### src/hdl/peak_detector_delta_threshold_assert.svh
// Assertion helpers for the peak detector.
// They expect a clock named clk and an active-low reset named rst_n in scope.
`ifndef PEAK_DETECTOR_DELTA_THRESHOLD_ASSERT_SVH
`define PEAK_DETECTOR_DELTA_THRESHOLD_ASSERT_SVH

// Condition holds at every clock edge outside reset.
`define PDDT_ASSERT_ALWAYS(lbl, cond) \
    lbl: assert property (@(posedge clk) disable iff (!rst_n) (cond)) \
        else $error("assertion failed: lbl");

// Antecedent in one cycle implies consequent in the next.
`define PDDT_ASSERT_NEXT(lbl, ante, cons) \
    lbl: assert property (@(posedge clk) disable iff (!rst_n) (ante) |=> (cons)) \
        else $error("assertion failed: lbl");

`endif

### src/hdl/pddt_pkg.sv
`timescale 1ns / 1ps
`default_nettype none

package pddt_pkg;

    localparam int SAMPLE_W = 16;
    localparam int INDEX_W  = 16;
    localparam int WIDE_W   = SAMPLE_W + 2;

    typedef logic signed [SAMPLE_W-1:0] sample_t;
    typedef logic        [INDEX_W-1:0]  index_t;
    typedef logic        [SAMPLE_W-1:0] delta_t;
    typedef logic signed [WIDE_W-1:0]   wide_t;

    // Register index, taken from paddr[2]
    typedef enum logic
    {
        REG_DELTA     = 1'b0,
        REG_THRESHOLD = 1'b1
    } cfg_reg_t;

endpackage

`default_nettype wire

### src/hdl/peak_detector_delta_threshold.sv
// Peak detector with delta hysteresis. One signed 16-bit sample word enters on the s_ side,
// with s_tuser high on the first sample of a record (it clears the tracking state, and that
// sample gets index 0). A sample above the running maximum becomes the new maximum and arms a
// pending peak; a sample more than delta below the maximum confirms the pending peak, sends
// its index on the m_ side and drops the maximum to the larger of the sample and threshold.
// All of the work is one compare/subtract stage feeding the state registers, so a sample is
// taken in every cycle while s_tready is high; a confirmed index goes into the output
// register behind m_tvalid, backed by a one-word skid register; s_tready falls only while the
// skid register holds a word, i.e. after the sink stalled across two peaks. Sample indices
// saturate at min(MAX_RECORD_LEN-1, 65535). delta (address 0x0) and threshold (address 0x4)
// are written over the APB port; the user must write them only while the stream is idle (not
// enforced by the block). A new threshold applies at the next maximum reset or record start.
`timescale 1ns / 1ps
`default_nettype none
`include "peak_detector_delta_threshold_assert.svh"

module peak_detector_delta_threshold #(
    parameter longint unsigned MAX_RECORD_LEN = 65536
) (
    input  wire logic              clk,
    input  wire logic              rst_n,
    // sample stream
    input  wire logic              s_tvalid,
    output logic                   s_tready,
    input  wire pddt_pkg::sample_t s_tdata,   // [15:0] sample
    input  wire logic              s_tuser,   // [0] record_start
    // peak stream
    output logic                   m_tvalid,
    input  wire logic              m_tready,
    output pddt_pkg::index_t       m_tdata,   // [15:0] peak_index
    // configuration
    input  wire logic              psel,
    input  wire logic              penable,
    input  wire logic              pwrite,
    input  wire logic [2:0]        paddr,
    input  wire logic [31:0]       pwdata,
    output logic [31:0]            prdata,
    output logic                   pready
);

    import pddt_pkg::*;

    // Highest index a sample can carry
    localparam index_t IDX_LIMIT = (MAX_RECORD_LEN - 64'd1 > 64'd65535) ?
                                   {INDEX_W{1'b1}} : INDEX_W'(MAX_RECORD_LEN - 64'd1);

    // Configuration registers
    delta_t  delta_reg;
    sample_t threshold_reg;

    // Tracking state
    sample_t running_max_reg, running_max_next;
    index_t  max_position_reg, max_position_next;
    logic    peak_pending_reg, peak_pending_next;
    index_t  sample_count_reg, sample_count_next;

    // Output register and skid register
    logic    out_valid_reg, out_valid_next;
    index_t  out_data_reg, out_data_next;
    logic    skid_valid_reg, skid_valid_next;
    index_t  skid_data_reg, skid_data_next;

    logic    cfg_wr;
    logic    in_acc;
    logic    out_pop;
    logic    push;

    sample_t max_start;
    index_t  pos_start;
    logic    pend_start;
    index_t  idx;
    logic    rise;
    logic    drop;
    wide_t   sample_w;
    wide_t   floor_w;
    sample_t reset_max;

    //--------------------------------------------------------------------------------------
    // APB: always ready, write on the access cycle
    //--------------------------------------------------------------------------------------
    assign pready = 1'b1;
    assign cfg_wr = psel && penable && pwrite && pready;

    always_ff @(posedge clk or negedge rst_n)
    begin
        if (!rst_n)
        begin
            delta_reg     <= '0;
            threshold_reg <= '0;
        end
        else if (cfg_wr)
        begin
            case (cfg_reg_t'(paddr[2]))
                REG_DELTA:     delta_reg     <= pwdata[SAMPLE_W-1:0];
                REG_THRESHOLD: threshold_reg <= pwdata[SAMPLE_W-1:0];
                default:       delta_reg     <= delta_reg;
            endcase
        end
    end

    always_comb
    begin
        case (cfg_reg_t'(paddr[2]))
            REG_DELTA:     prdata = {{(32-SAMPLE_W){1'b0}}, delta_reg};
            REG_THRESHOLD: prdata = {{(32-SAMPLE_W){threshold_reg[SAMPLE_W-1]}}, threshold_reg};
            default:       prdata = '0;
        endcase
    end

    //--------------------------------------------------------------------------------------
    // Handshakes: take a sample unless the skid word is occupied
    //--------------------------------------------------------------------------------------
    assign s_tready = !skid_valid_reg;
    assign in_acc   = s_tvalid && s_tready;
    assign out_pop  = out_valid_reg && m_tready;
    assign m_tvalid = out_valid_reg;
    assign m_tdata  = out_data_reg;

    //--------------------------------------------------------------------------------------
    // Per-sample step
    //--------------------------------------------------------------------------------------
    always_comb
    begin
        // Record start resets the tracking state ahead of this sample
        max_start  = s_tuser ? threshold_reg : running_max_reg;
        pos_start  = s_tuser ? '0 : max_position_reg;
        pend_start = s_tuser ? 1'b0 : peak_pending_reg;
        idx        = s_tuser ? '0 : sample_count_reg;

        // Widened difference so max - delta never wraps
        sample_w = {{2{s_tdata[SAMPLE_W-1]}}, s_tdata};
        floor_w  = {{2{max_start[SAMPLE_W-1]}}, max_start} - {2'b00, delta_reg};

        rise = s_tdata > max_start;
        // A rising sample is the new maximum and can never sit below it
        drop = !rise && (sample_w < floor_w);

        reset_max = (s_tdata > threshold_reg) ? s_tdata : threshold_reg;

        if (rise)
        begin
            running_max_next  = s_tdata;
            max_position_next = idx;
            peak_pending_next = 1'b1;
        end
        else if (drop)
        begin
            running_max_next  = reset_max;
            max_position_next = pos_start;
            peak_pending_next = 1'b0;
        end
        else
        begin
            running_max_next  = max_start;
            max_position_next = pos_start;
            peak_pending_next = pend_start;
        end

        // Hold the index at its limit
        sample_count_next = (idx < IDX_LIMIT) ? idx + 1'b1 : idx;

        push = in_acc && drop && pend_start;
    end

    always_ff @(posedge clk or negedge rst_n)
    begin
        if (!rst_n)
        begin
            running_max_reg  <= '0;
            max_position_reg <= '0;
            peak_pending_reg <= 1'b0;
            sample_count_reg <= '0;
        end
        else if (in_acc)
        begin
            running_max_reg  <= running_max_next;
            max_position_reg <= max_position_next;
            peak_pending_reg <= peak_pending_next;
            sample_count_reg <= sample_count_next;
        end
    end

    //--------------------------------------------------------------------------------------
    // Result buffering: output word first, skid word when the output is stalled
    //--------------------------------------------------------------------------------------
    always_comb
    begin
        out_valid_next  = out_valid_reg;
        out_data_next   = out_data_reg;
        skid_valid_next = skid_valid_reg;
        skid_data_next  = skid_data_reg;

        if (push)
        begin
            if (!out_valid_reg || out_pop)
            begin
                out_valid_next = 1'b1;
                out_data_next  = pos_start;
            end
            else
            begin
                skid_valid_next = 1'b1;
                skid_data_next  = pos_start;
            end
        end
        else if (out_pop)
        begin
            // Advance the skid word, or drop valid when nothing is behind
            out_valid_next  = skid_valid_reg;
            out_data_next   = skid_data_reg;
            skid_valid_next = 1'b0;
        end
    end

    always_ff @(posedge clk or negedge rst_n)
    begin
        if (!rst_n)
        begin
            out_valid_reg  <= 1'b0;
            skid_valid_reg <= 1'b0;
        end
        else
        begin
            out_valid_reg  <= out_valid_next;
            skid_valid_reg <= skid_valid_next;
        end
    end

    always_ff @(posedge clk)
    begin
        out_data_reg  <= out_data_next;
        skid_data_reg <= skid_data_next;
    end

    //--------------------------------------------------------------------------------------
    // Assertions
    //--------------------------------------------------------------------------------------
    `PDDT_ASSERT_ALWAYS(a_skid_behind_out, !skid_valid_reg || out_valid_reg)
    `PDDT_ASSERT_ALWAYS(a_count_limit, sample_count_reg <= IDX_LIMIT)
    `PDDT_ASSERT_ALWAYS(a_pos_not_ahead, max_position_reg <= sample_count_reg)
    `PDDT_ASSERT_NEXT(a_stall_fills_skid, push && out_valid_reg && !m_tready,
                      skid_valid_reg && !s_tready)
    `PDDT_ASSERT_NEXT(a_peak_clears_pending, push, !peak_pending_reg && m_tvalid)

endmodule

`default_nettype wire

### config.mk
export PLATFORM = sky130hd
export DESIGN_NAME = peak_detector_delta_threshold
export DESIGN_NICKNAME = d
export VERILOG_FILES = /design/src/hdl/pddt_pkg.sv /design/src/hdl/peak_detector_delta_threshold.sv
export VERILOG_INCLUDE_DIRS = /design/src /design/src/hdl
export SDC_FILE = /design/constraint.sdc
export NUM_CORES = 1
export LEC_CHECK = 0
export ABC_CLOCK_PERIOD_IN_PS = 6100
export BUFFER_PORTS_ARGS = -buffer_cell sky130_fd_sc_hd__clkbuf_2
export CAP_MARGIN = 20
export CORE_MARGIN = 2
export CORE_UTILIZATION = 30
export DETAILED_ROUTE_END_ITERATION = 8
export SETUP_SLACK_MARGIN = 0.15
export SYNTH_ARGS = -nofsm -noshare
export SYNTH_HDL_FRONTEND = slang
export SYNTH_SLANG_ARGS = --single-unit
### constraint.sdc
create_clock -name clk -period 6.1 [get_ports clk]
set_clock_uncertainty 0.15 [all_clocks]
set_input_delay 0.305 -clock clk [delete_from_list [all_inputs] [get_ports clk]]
set_output_delay 0.305 -clock clk [all_outputs]
set_load 0.05 [all_outputs]
**Word-level counts from Yosys, hierarchy flattened**

Cells that the tools add are included.
Widths: inputs -> output; s select.

- Memories kept: 0
- Bits in latches: 0
- Memory bits (writable): 0
- Bits in read-only memories: 0
- Input bits: 59
- Register bits after elaboration: 115
- Logic and storage cells: 58

- $lt $le $gt $ge: 4
- $mul: 0
- $add $sub $neg: 2
- Divide/modulo/power cells: 0
- Bitwise operators: 2
- Shifts and indexed selects: 0
- Eq/ne operators: 2
- Reductions and logical operators: 17
- Multiplexer cells: 21

Operators by type and width:

| cell | number |
|---|---|
| $mux 16 | 11 |
| $pmux 32 s2 | 1 |
| $gt 16x16->1 | 2 |
| $lt 16x18->1 | 1 |
| $sub 16x17->18 | 1 |
| $add 16x1->16 const B | 1 |
| $lt 16x16->1 const B | 1 |
| $reduce_and 2->1 | 5 |
| $mux 1 | 9 |
| $logic_and 1x1->1 | 7 |
| $logic_not 1->1 | 3 |
| $ne 2x1->1 const B | 1 |
| $ne 2x2->1 const B | 1 |
| $not 1->1 | 2 |
| $reduce_bool 2->1 | 1 |
| $logic_or 1x1->1 | 1 |

**Longest topological paths before layout**

Gate-level depths: netlist of the first run.

- Depth in word-level cells: 8
- Gate-level depth with buffers: 21
- Gate-level depth less buffers: 18

**Least setup slack after synthesis of the first run**

Ideal clock, no wire load.

- Path type: input to register
- Start: in s_tuser
- End: reg out_data_reg[0] (netlist: m_tdata[0]) (enable)
- Stages on the path: 20
- Path slack: -176 ps
- Data arrival time: 5715 ps
- Path through: clkbuf_1 > clkbuf_1 > mux2i_1 > inv_1 > ha_1 > nor2b_1 > o21a_1 > o21ai_0 > a211oi_1 > o31ai_1 > a21oi_1 > a22o_1 > ha_1 > or4b_1 > a211oi_1 > a31oi_1 > nor2_1 > nand4b_1 > clkbuf_1 > o21ai_0

- Word-level cells in the longest chain between the ends: 8
- Elaborated cells between the ends (all ways): 12

RTL lines:

| item | line | source |
|---|---|---|
| start: declaration | peak_detector_delta_threshold.sv:26 | `input wire logic s_tuser,` |
| $mux 16 | peak_detector_delta_threshold.sv:125 | `max_start = s_tuser ? threshold_reg : running_max_reg;` |
| $sub 16x17->18 or $gt 16x16->1 (tied branches) | peak_detector_delta_threshold.sv:132, peak_detector_delta_threshold.sv:134 |  |
| $lt 16x18->1 or $logic_not 1->1 (tied branches) | peak_detector_delta_threshold.sv:136 | `drop = !rise && (sample_w < floor_w);` |
| $logic_and 1x1->1 | peak_detector_delta_threshold.sv:136 |  |
| $logic_and 1x1->1 | peak_detector_delta_threshold.sv:162 | `push = in_acc && drop && pend_start;` |
| $logic_and 1x1->1 (*) | peak_detector_delta_threshold.sv:162 |  |
| $ne 2x1->1 (no line) or $reduce_bool 2->1 (tied branches) | n/a |  |
| $reduce_and 2->1 (no line) (*) | n/a |  |
| end signal: assignment | peak_detector_delta_threshold.sv:231 | `out_data_reg <= out_data_next;` |
| end: declaration | peak_detector_delta_threshold.sv:59 | `index_t out_data_reg, out_data_next;` |

Mark *: on every way between the ends. The rest lies on a longest branch, timed or not.
A chain may end at the register's enable or synchronous reset.

**Worst setup path after layout of the first run**

- Start: reg threshold_reg[1]
- End: reg out_data_reg[13] (netlist: m_tdata[13]) (enable)

- Word-level cells in the longest chain between the ends: 8
- Elaborated cells between the ends (all ways): 11

RTL lines:

| item | line | source |
|---|---|---|
| start: declaration | peak_detector_delta_threshold.sv:49 | `sample_t threshold_reg;` |
| start signal: assignment | peak_detector_delta_threshold.sv:95 | `REG_THRESHOLD: threshold_reg <= pwdata[SAMPLE_W-1:0];` |
| $mux 16 (*) | peak_detector_delta_threshold.sv:125 |  |
| $sub 16x17->18 or $gt 16x16->1 (tied branches) | peak_detector_delta_threshold.sv:132, peak_detector_delta_threshold.sv:134 |  |
| $lt 16x18->1 or $logic_not 1->1 (tied branches) | peak_detector_delta_threshold.sv:136 |  |
| $logic_and 1x1->1 (*) | peak_detector_delta_threshold.sv:136 |  |
| $logic_and 1x1->1 (*) (2 in a row) | peak_detector_delta_threshold.sv:162 |  |
| $ne 2x1->1 (no line) or $reduce_bool 2->1 (tied branches) | n/a |  |
| $reduce_and 2->1 (no line) (*) | n/a |  |

Marks and branches as above.

==> impl_metrics.json, run 1 <==
{
  "grt_usage": 0.140,
  "n_fill_cell": 2490,
  "final.min_clock_period_ps": 5270,
  "status": "finished clean",
  "wirelength_um": 17900,
  "drive_gt1_frac": 0.259,
  "cts_buffers": 17,
  "multi_input_comb_area_um2": 3950,
  "drc": 0,
  "synth-edff-count": 32,
  "detail_route.vias_per_cell": 4.97,
  "post-route-period-util": 0.864,
  "initial_drc_count": 252,
  "cap_viol_max_count": 0,
  "timing.critical_path.to_type": "flop",
  "highest_net_fanout_along_the_worst_path": 20,
  "initial_cell_density_of_the_core": 0.307,
  "mean_instance_size_in_the_synthesized_netlist_um2": 10.2,
  "tritoncts": "done",
  "seq_area_frac_synth": 0.406,
  "num_rows": 57,
  "synth.ff_latch_count": 115,
  "yosysTopAreaCell": "sky130_fd_sc_hd__dfrtp_1",
  "main_combinational_cell_family_by_area_after_synthesis": "compound AO/OA/AOI/OAI gates",
  "worst_skew_pair_later_pin_latency_ps": 420,
  "post_synth_inst_count": 731,
  "synth_common_cells": "83 x sky130_fd_sc_hd__dfrtp_1, 67 x sky130_fd_sc_hd__ha_1, 67 x sky130_fd_sc_hd__inv_1",
  "clock-sinks": 115,
  "power_density_nw_per_um2": 426,
  "final-setup-viol-count": 0,
  "report.final.slew_viol_count": 0,
  "dominant_cell_by_count_in_the_synthesized_netlist": "sky130_fd_sc_hd__dfrtp_1",
  "synth_area_um2": 7480,
  "grt_first_pass_wirelength_um": 29100,
  "globalplace.congestion": 0.851,
  "die_w_um": 162,
  "critPathKind": "flop to flop",
  "final.setup.tns_ps": 0,
  "cts.root.buffer_cell": "sky130_fd_sc_hd__clkbuf_16",
  "yosys.area_share.simple": 0.125,
  "post_cts_resized": 0,
  "diodes": 0,
  "worst_r2r_setup_slack_ps": 830,
  "worstPathArrival_ps": 5230,
  "mappedNetlistNets": 858,
  "max_clock_freq_mhz": 190,
  "ctsHtreeMaxLevel": 4,
  "synthXorXnorAreaFrac": 0.0316,
  "count_of_nets_after_finishing": 952,
  "die_h_um": 162,
  "min_path_type": "input port to flop",
  "port-buffer-count": 90,
  "total_leakage_power_nw": 3.92,
  "synth-adder-area-share": 0.115,
  "final_antenna_net_count": 0,
  "area_delta_synth_final_pct": 20.0,
  "yosys_warnings": 0,
  "routed_wire_length_per_instance_um": 15.4,
  "crit_path_start": "threshold_reg[1]$_DFFE_PN0P_",
  "worst_r2r_path_depth": 20,
  "synth_compound_area_frac": 0.157,
  "drt-pass1-iter-count": 5,
  "top_level_ports": 110,
  "share_of_the_synthesized_area_in_the_top_cell_type": 0.277,
  "synth_cell_types": 63,
  "clk_transition_reported_paths_ps": 60,
  "hold_viol_final": 0,
  "fp.dieArea_um2": 26200,
  "gr-total-overflow": 0,
  "worst_ep_required_time_ps": 6060,
  "vdd_ir_drop_max_mv": 0.244,
  "worstHoldPathCells": 2,
  "rsz0062_at_grt": "false",
  "synth-async-reset-ratio": 0.722,
  "yosys-top-cells-area": "sky130_fd_sc_hd__dfrtp_1 28%, sky130_fd_sc_hd__edfxtp_1 13%, sky130_fd_sc_hd__ha_1 11%",
  "dr_total_vias": 5777,
  "cts_max_path_buffers": 2,
  "first_global_vias": 5627,
  "maximum_number_of_pins_on_one_net_before_global_route_repair": 54,
  "timing.slew.headroom": 0.389,
  "worst_r2r_startpoint": "threshold_reg[1]$_DFFE_PN0P_",
  "synth_ff_type": "sky130_fd_sc_hd__dfrtp_1",
  "slew_of_the_pin_with_the_lowest_slew_margin_ps": 917,
  "core_area_um2": 24400,
  "detailedPlacementHpwl_um": 12900,
  "final-seq-area_um2": 3040,
  "critical_path.startpoint_type": "flop",
  "grt_antenna_before_repair": 0,
  "timing.hold.worst.start": "pwdata[14]",
  "post-layout-total-power_mw": 3.83,
  "worst_r2r_endpoint": "m_tdata[13]$_DFFE_PP_",
  "whs_endpoint": "threshold_reg[14]$_DFFE_PN0P_",
  "synthMuxAreaShare": 0.0983
}
[worst max-delay path, cell delays in order (launching register included)]
cell and delay (ps):
sky130_fd_sc_hd__dfrtp_1 420, sky130_fd_sc_hd__mux2i_1 150, sky130_fd_sc_hd__buf_4 150, sky130_fd_sc_hd__inv_1 40, sky130_fd_sc_hd__ha_1 250, sky130_fd_sc_hd__nor2b_1 130
sky130_fd_sc_hd__o21a_1 180, sky130_fd_sc_hd__o21ai_0 360, sky130_fd_sc_hd__a211oi_1 190, sky130_fd_sc_hd__o31ai_1 400, sky130_fd_sc_hd__a21oi_1 170, sky130_fd_sc_hd__a22o_1 220
sky130_fd_sc_hd__ha_1 320, sky130_fd_sc_hd__or4b_1 450, sky130_fd_sc_hd__a211oi_1 230, sky130_fd_sc_hd__a31oi_2 130, sky130_fd_sc_hd__nor2_1 250, sky130_fd_sc_hd__nand4b_1 130
sky130_fd_sc_hd__buf_4 240, sky130_fd_sc_hd__o21ai_1 140, sky130_fd_sc_hd__buf_4 250
[layer usage]
metal,wire (µm),share of wire,vias to the layer above,track usage
li1,-,-,2835,-
met1,8410,0.47,2763,0.181
met5,0,0,-,0
met4,367,0.021,0,0.0531
met3,784,0.044,28,0.0278
met2,8330,0.47,151,0.231
[worst max path at each step]
stage	slack, ps	cells after the start	end
after floorplan	260	20	m_tdata[0]$_DFFE_PP_
after global placement	510	21	m_tdata[1]$_DFFE_PP_
after detailed placement	490	21	m_tdata[1]$_DFFE_PP_
after CTS	800	20	m_tdata[13]$_DFFE_PP_
after global routing	310	20	m_tdata[13]$_DFFE_PP_
final	830	20	m_tdata[13]$_DFFE_PP_
[metrics by stage]
step / instances / utilization / worst slack (ps) / hold slack [ps] / area, µm²
after floorplan: 731 / - / 259 / -141 / 7480
after global placement: 1112 / 0.335 / 505 / 128 / 8180
after detailed placement: 1112 / 0.335 / 487 / 124 / 8180
after CTS: 1160 / 0.367 / 799 / 4.09 / 8950
after global routing: 1162 / 0.368 / 314 / 11.0 / 8980
final: 1162 / 0.368 / 832 / 10.9 / 8980
[final cells by class]
| cell class | count | area share |
|---|---|---|
| inverters | 67 | 0.0280 |
| multi-input cells | 505 | 0.440 |
| clock inverters | 15 | 0.0203 |
| repair buffers | 119 | 0.0808 |
| flip-flops and latches | 115 | 0.338 |
| well taps | 324 | 0.0451 |
| clock buffers | 17 | 0.0474 |
[cells by family after synthesis]
group | after synthesis
AO/OA/AOI/OAI | 164
XOR/XNOR | 27
adder cells (fa/ha/maj) | 68
buffers and inverters | 111
flip-flops | 115
multiplexers | 66
other | 1
AND/OR/NAND/NOR | 179
[power breakdown]
group / leakage (nW) / internal, mW / switching, mW
clock: 0.298 / 0.622 / 0.430
sequential: 1.31 / 0.930 / 0.0858
combinational: 2.31 / 0.669 / 1.09
total: 3.92 / 2.22 / 1.60
[cell usage in the layout, fill, tap and decap left out, types with 17 or more instances in the layout]
cell,Yosys,layout
sky130_fd_sc_hd__clkbuf_2,0,89
sky130_fd_sc_hd__dfrtp_1,83,83
sky130_fd_sc_hd__inv_1,67,67
sky130_fd_sc_hd__ha_1,67,67
sky130_fd_sc_hd__nand2_1,64,64
sky130_fd_sc_hd__mux2_2,60,60
sky130_fd_sc_hd__o21ai_0,46,45
sky130_fd_sc_hd__edfxtp_1,32,32
sky130_fd_sc_hd__a21oi_1,30,30
sky130_fd_sc_hd__nor2b_1,27,27
sky130_fd_sc_hd__nor2_1,21,21
sky130_fd_sc_hd__a22oi_1,17,17
sky130_fd_sc_hd__clkbuf_16,0,17
[repair_timing]
action / CTS / global route
hold endpoints to repair: 60 / 0
setup buffers: 0 / 0
hold buffers: 16 / 0
Note: power is estimated with default switching activity, not from simulation.
==> run 2: changes to the inputs <==
- CELL_PAD_IN_SITES_DETAIL_PLACEMENT: not set -> 1
- CELL_PAD_IN_SITES_GLOBAL_PLACEMENT: not set -> 1
- PLACE_DENSITY_LB_ADDON: not set -> 0.1
==> impl_metrics.json, run 2 (same netlist as run 1, synthesis figures left out) <==
{
  "status": "finished clean",
  "worstHoldPathCells": 2,
  "drive_gt1_frac": 0.260,
  "post_cts_resized": 0,
  "maximum_number_of_pins_on_one_net_before_global_route_repair": 82,
  "dr_total_vias": 5889,
  "die_h_um": 162,
  "clk_transition_reported_paths_ps": 60,
  "globalplace.congestion": 0.814,
  "diodes": 0,
  "detailedPlacementHpwl_um": 15900,
  "cts.root.buffer_cell": "sky130_fd_sc_hd__clkbuf_16",
  "grt_antenna_before_repair": 0,
  "die_w_um": 162,
  "grt_first_pass_wirelength_um": 35100,
  "final-seq-area_um2": 3040,
  "postLayoutCellArea_um2": 9000,
  "rsz0062_at_grt": "false",
  "timing.hold.worst.start": "s_tdata[0]",
  "mostFrequentLayoutCells": "89 x sky130_fd_sc_hd__clkbuf_2, 83 x sky130_fd_sc_hd__dfrtp_1, 67 x sky130_fd_sc_hd__inv_1, 67 x sky130_fd_sc_hd__ha_1, 64 x sky130_fd_sc_hd__nand2_1",
  "worst_ep_required_time_ps": 6060,
  "num_rows": 57,
  "critical_path.startpoint_type": "flop",
  "slew_of_the_pin_with_the_lowest_slew_margin_ps": 1010,
  "ctsHtreeMaxLevel": 4,
  "wirelength_um": 21400,
  "max_clock_freq_mhz": 187,
  "critPathKind": "flop to flop",
  "final_common_cell": "sky130_fd_sc_hd__clkbuf_2",
  "worst_r2r_endpoint": "skid_data_reg[8]$_DFFE_PP_",
  "fp.dieArea_um2": 26200,
  "clock-sinks": 115,
  "critPathMaxStageDelay_ps": 500,
  "cap_viol_max_count": 0,
  "initial_cell_density_of_the_core": 0.307,
  "power_density_nw_per_um2": 432,
  "timing.slew.headroom": 0.325,
  "port-buffer-count": 90,
  "n_fill_cell": 2775,
  "cts_max_path_buffers": 2,
  "first_global_vias": 6523,
  "top_level_ports": 110,
  "count_of_nets_after_finishing": 955,
  "final.min_clock_period_ps": 5340,
  "total_leakage_power_nw": 3.93,
  "final-setup-viol-count": 0,
  "final_antenna_net_count": 0,
  "initial_drc_count": 187,
  "report.final.slew_viol_count": 0,
  "worst_r2r_startpoint": "threshold_reg[0]$_DFFE_PN0P_",
  "placed_cell_area_um2": 8210,
  "worst_r2r_path_depth": 19,
  "layout.core_utilization": 0.369,
  "grt_usage": 0.172,
  "min_path_type": "input port to flop",
  "post-route-period-util": 0.875,
  "cts_buffers": 17,
  "multi_input_comb_area_um2": 3950,
  "vdd_ir_drop_max_mv": 0.168,
  "worst_r2r_setup_slack_ps": 760,
  "highest_net_fanout_along_the_worst_path": 20,
  "post_cts.repair.setup_buffers": 0,
  "whs_endpoint": "running_max_reg[0]$_DFFE_PN0P_",
  "timing.critical_path.to_type": "flop",
  "drc": 0,
  "worstPathArrival_ps": 5290,
  "worst_path_max_delay_cell": "sky130_fd_sc_hd__or4b_1",
  "critical_path.cell_chain": "mux2i_1, ha_1, fa_1, nor2b_1, o21a_1, o21ai_0, a211oi_1, or3b_2, a21oi_1, xnor2_1, ha_1, or4b_1, a211oi_1, a31oi_2, nor2_1, nand4b_1, buf_4, nor2_1, buf_4",
  "core_area_um2": 24400,
  "hold_viol_final": 0,
  "routed_wire_length_per_instance_um": 18.3,
  "detail_route.vias_per_cell": 5.05,
  "final.setup.tns_ps": 0,
  "area_delta_synth_final_pct": 20.2,
  "tritoncts": "done",
  "drt-pass1-iter-count": 4,
  "worst_skew_pair_later_pin_latency_ps": 420,
  "gr-total-overflow": 0
}
## run 2: cell types whose count changed in the layout (fill, tap and decap cells not counted), sizes merged
cell,before,now
clkinv,1,4
buf,14,16
inv,78,75
dlygate4sd3,16,17
## run 2: worst max path at each step
stage                            startpoint                          to  slack (ps)  cells past startpoint
5_1_grt        threshold_reg[0]$_DFFE_PN0P_  skid_data_reg[8]$_DFFE_PP_         310                     19
6_report       threshold_reg[0]$_DFFE_PN0P_  skid_data_reg[8]$_DFFE_PP_         760                     19
2_1_floorplan                       s_tuser        m_tdata[0]$_DFFE_PP_         260                     20
4_1_cts        threshold_reg[0]$_DFFE_PN0P_  skid_data_reg[8]$_DFFE_PP_         680                     19
3_5_place_dp                        s_tuser  skid_data_reg[4]$_DFFE_PP_         430                     20
3_3_place_gp                        s_tuser        m_tdata[4]$_DFFE_PP_         570                     20
## run 2: critical path, delay by kind of cell (launching register included)
family | cells | cell delay [ps]
AOI/OAI and AO/OA | 6 | 1250
xor gates and xnor gates | 1 | 90
adders and majority gates | 3 | 690
buffers and inverters | 2 | 490
DFF | 1 | 430
muxes | 1 | 320
and+or+nand+nor | 6 | 1560
## run 2: metrics by stage
step,hold WS (ps),setup WS [ps],cells,power [mW]
after global routing,32.3,311,1165,4.19
after floorplan,-141,259,731,2.36
final,29.7,762,1165,3.88
after CTS,11.2,680,1164,3.94
after global placement,-51.7,567,1115,2.80
after detailed placement,-54.2,430,1115,2.87
## run 2: layer usage
layer,track usage,vias up,part of all wire
met4,0.0611,0,0.022
met3,0.0322,29,0.028
met1,0.203,2938,0.43
li1,-,2838,-
met2,0.311,84,0.52
met5,0,-,0
## run 2: area by class of cell
type                    count  share of cell area
repair buffers            122              0.0840
flip-flops and latches    115               0.338
multi-input cells         505               0.439
clock inverters            15              0.0186
well taps                 324              0.0451
inverters                  67              0.0280
clock buffers              17              0.0473
## run 2: repair_timing
action	4_1_cts	5_1_grt
hold endpoints to repair	34	0
setup endpoints to repair	0	0
hold buffers	17	0
## run 2: power by group
group | total (mW) | internal, mW | switching [mW]
Clock | 1.03 | 0.613 | 0.418
Sequential | 1.02 | 0.930 | 0.0938
Combinational | 1.83 | 0.683 | 1.14
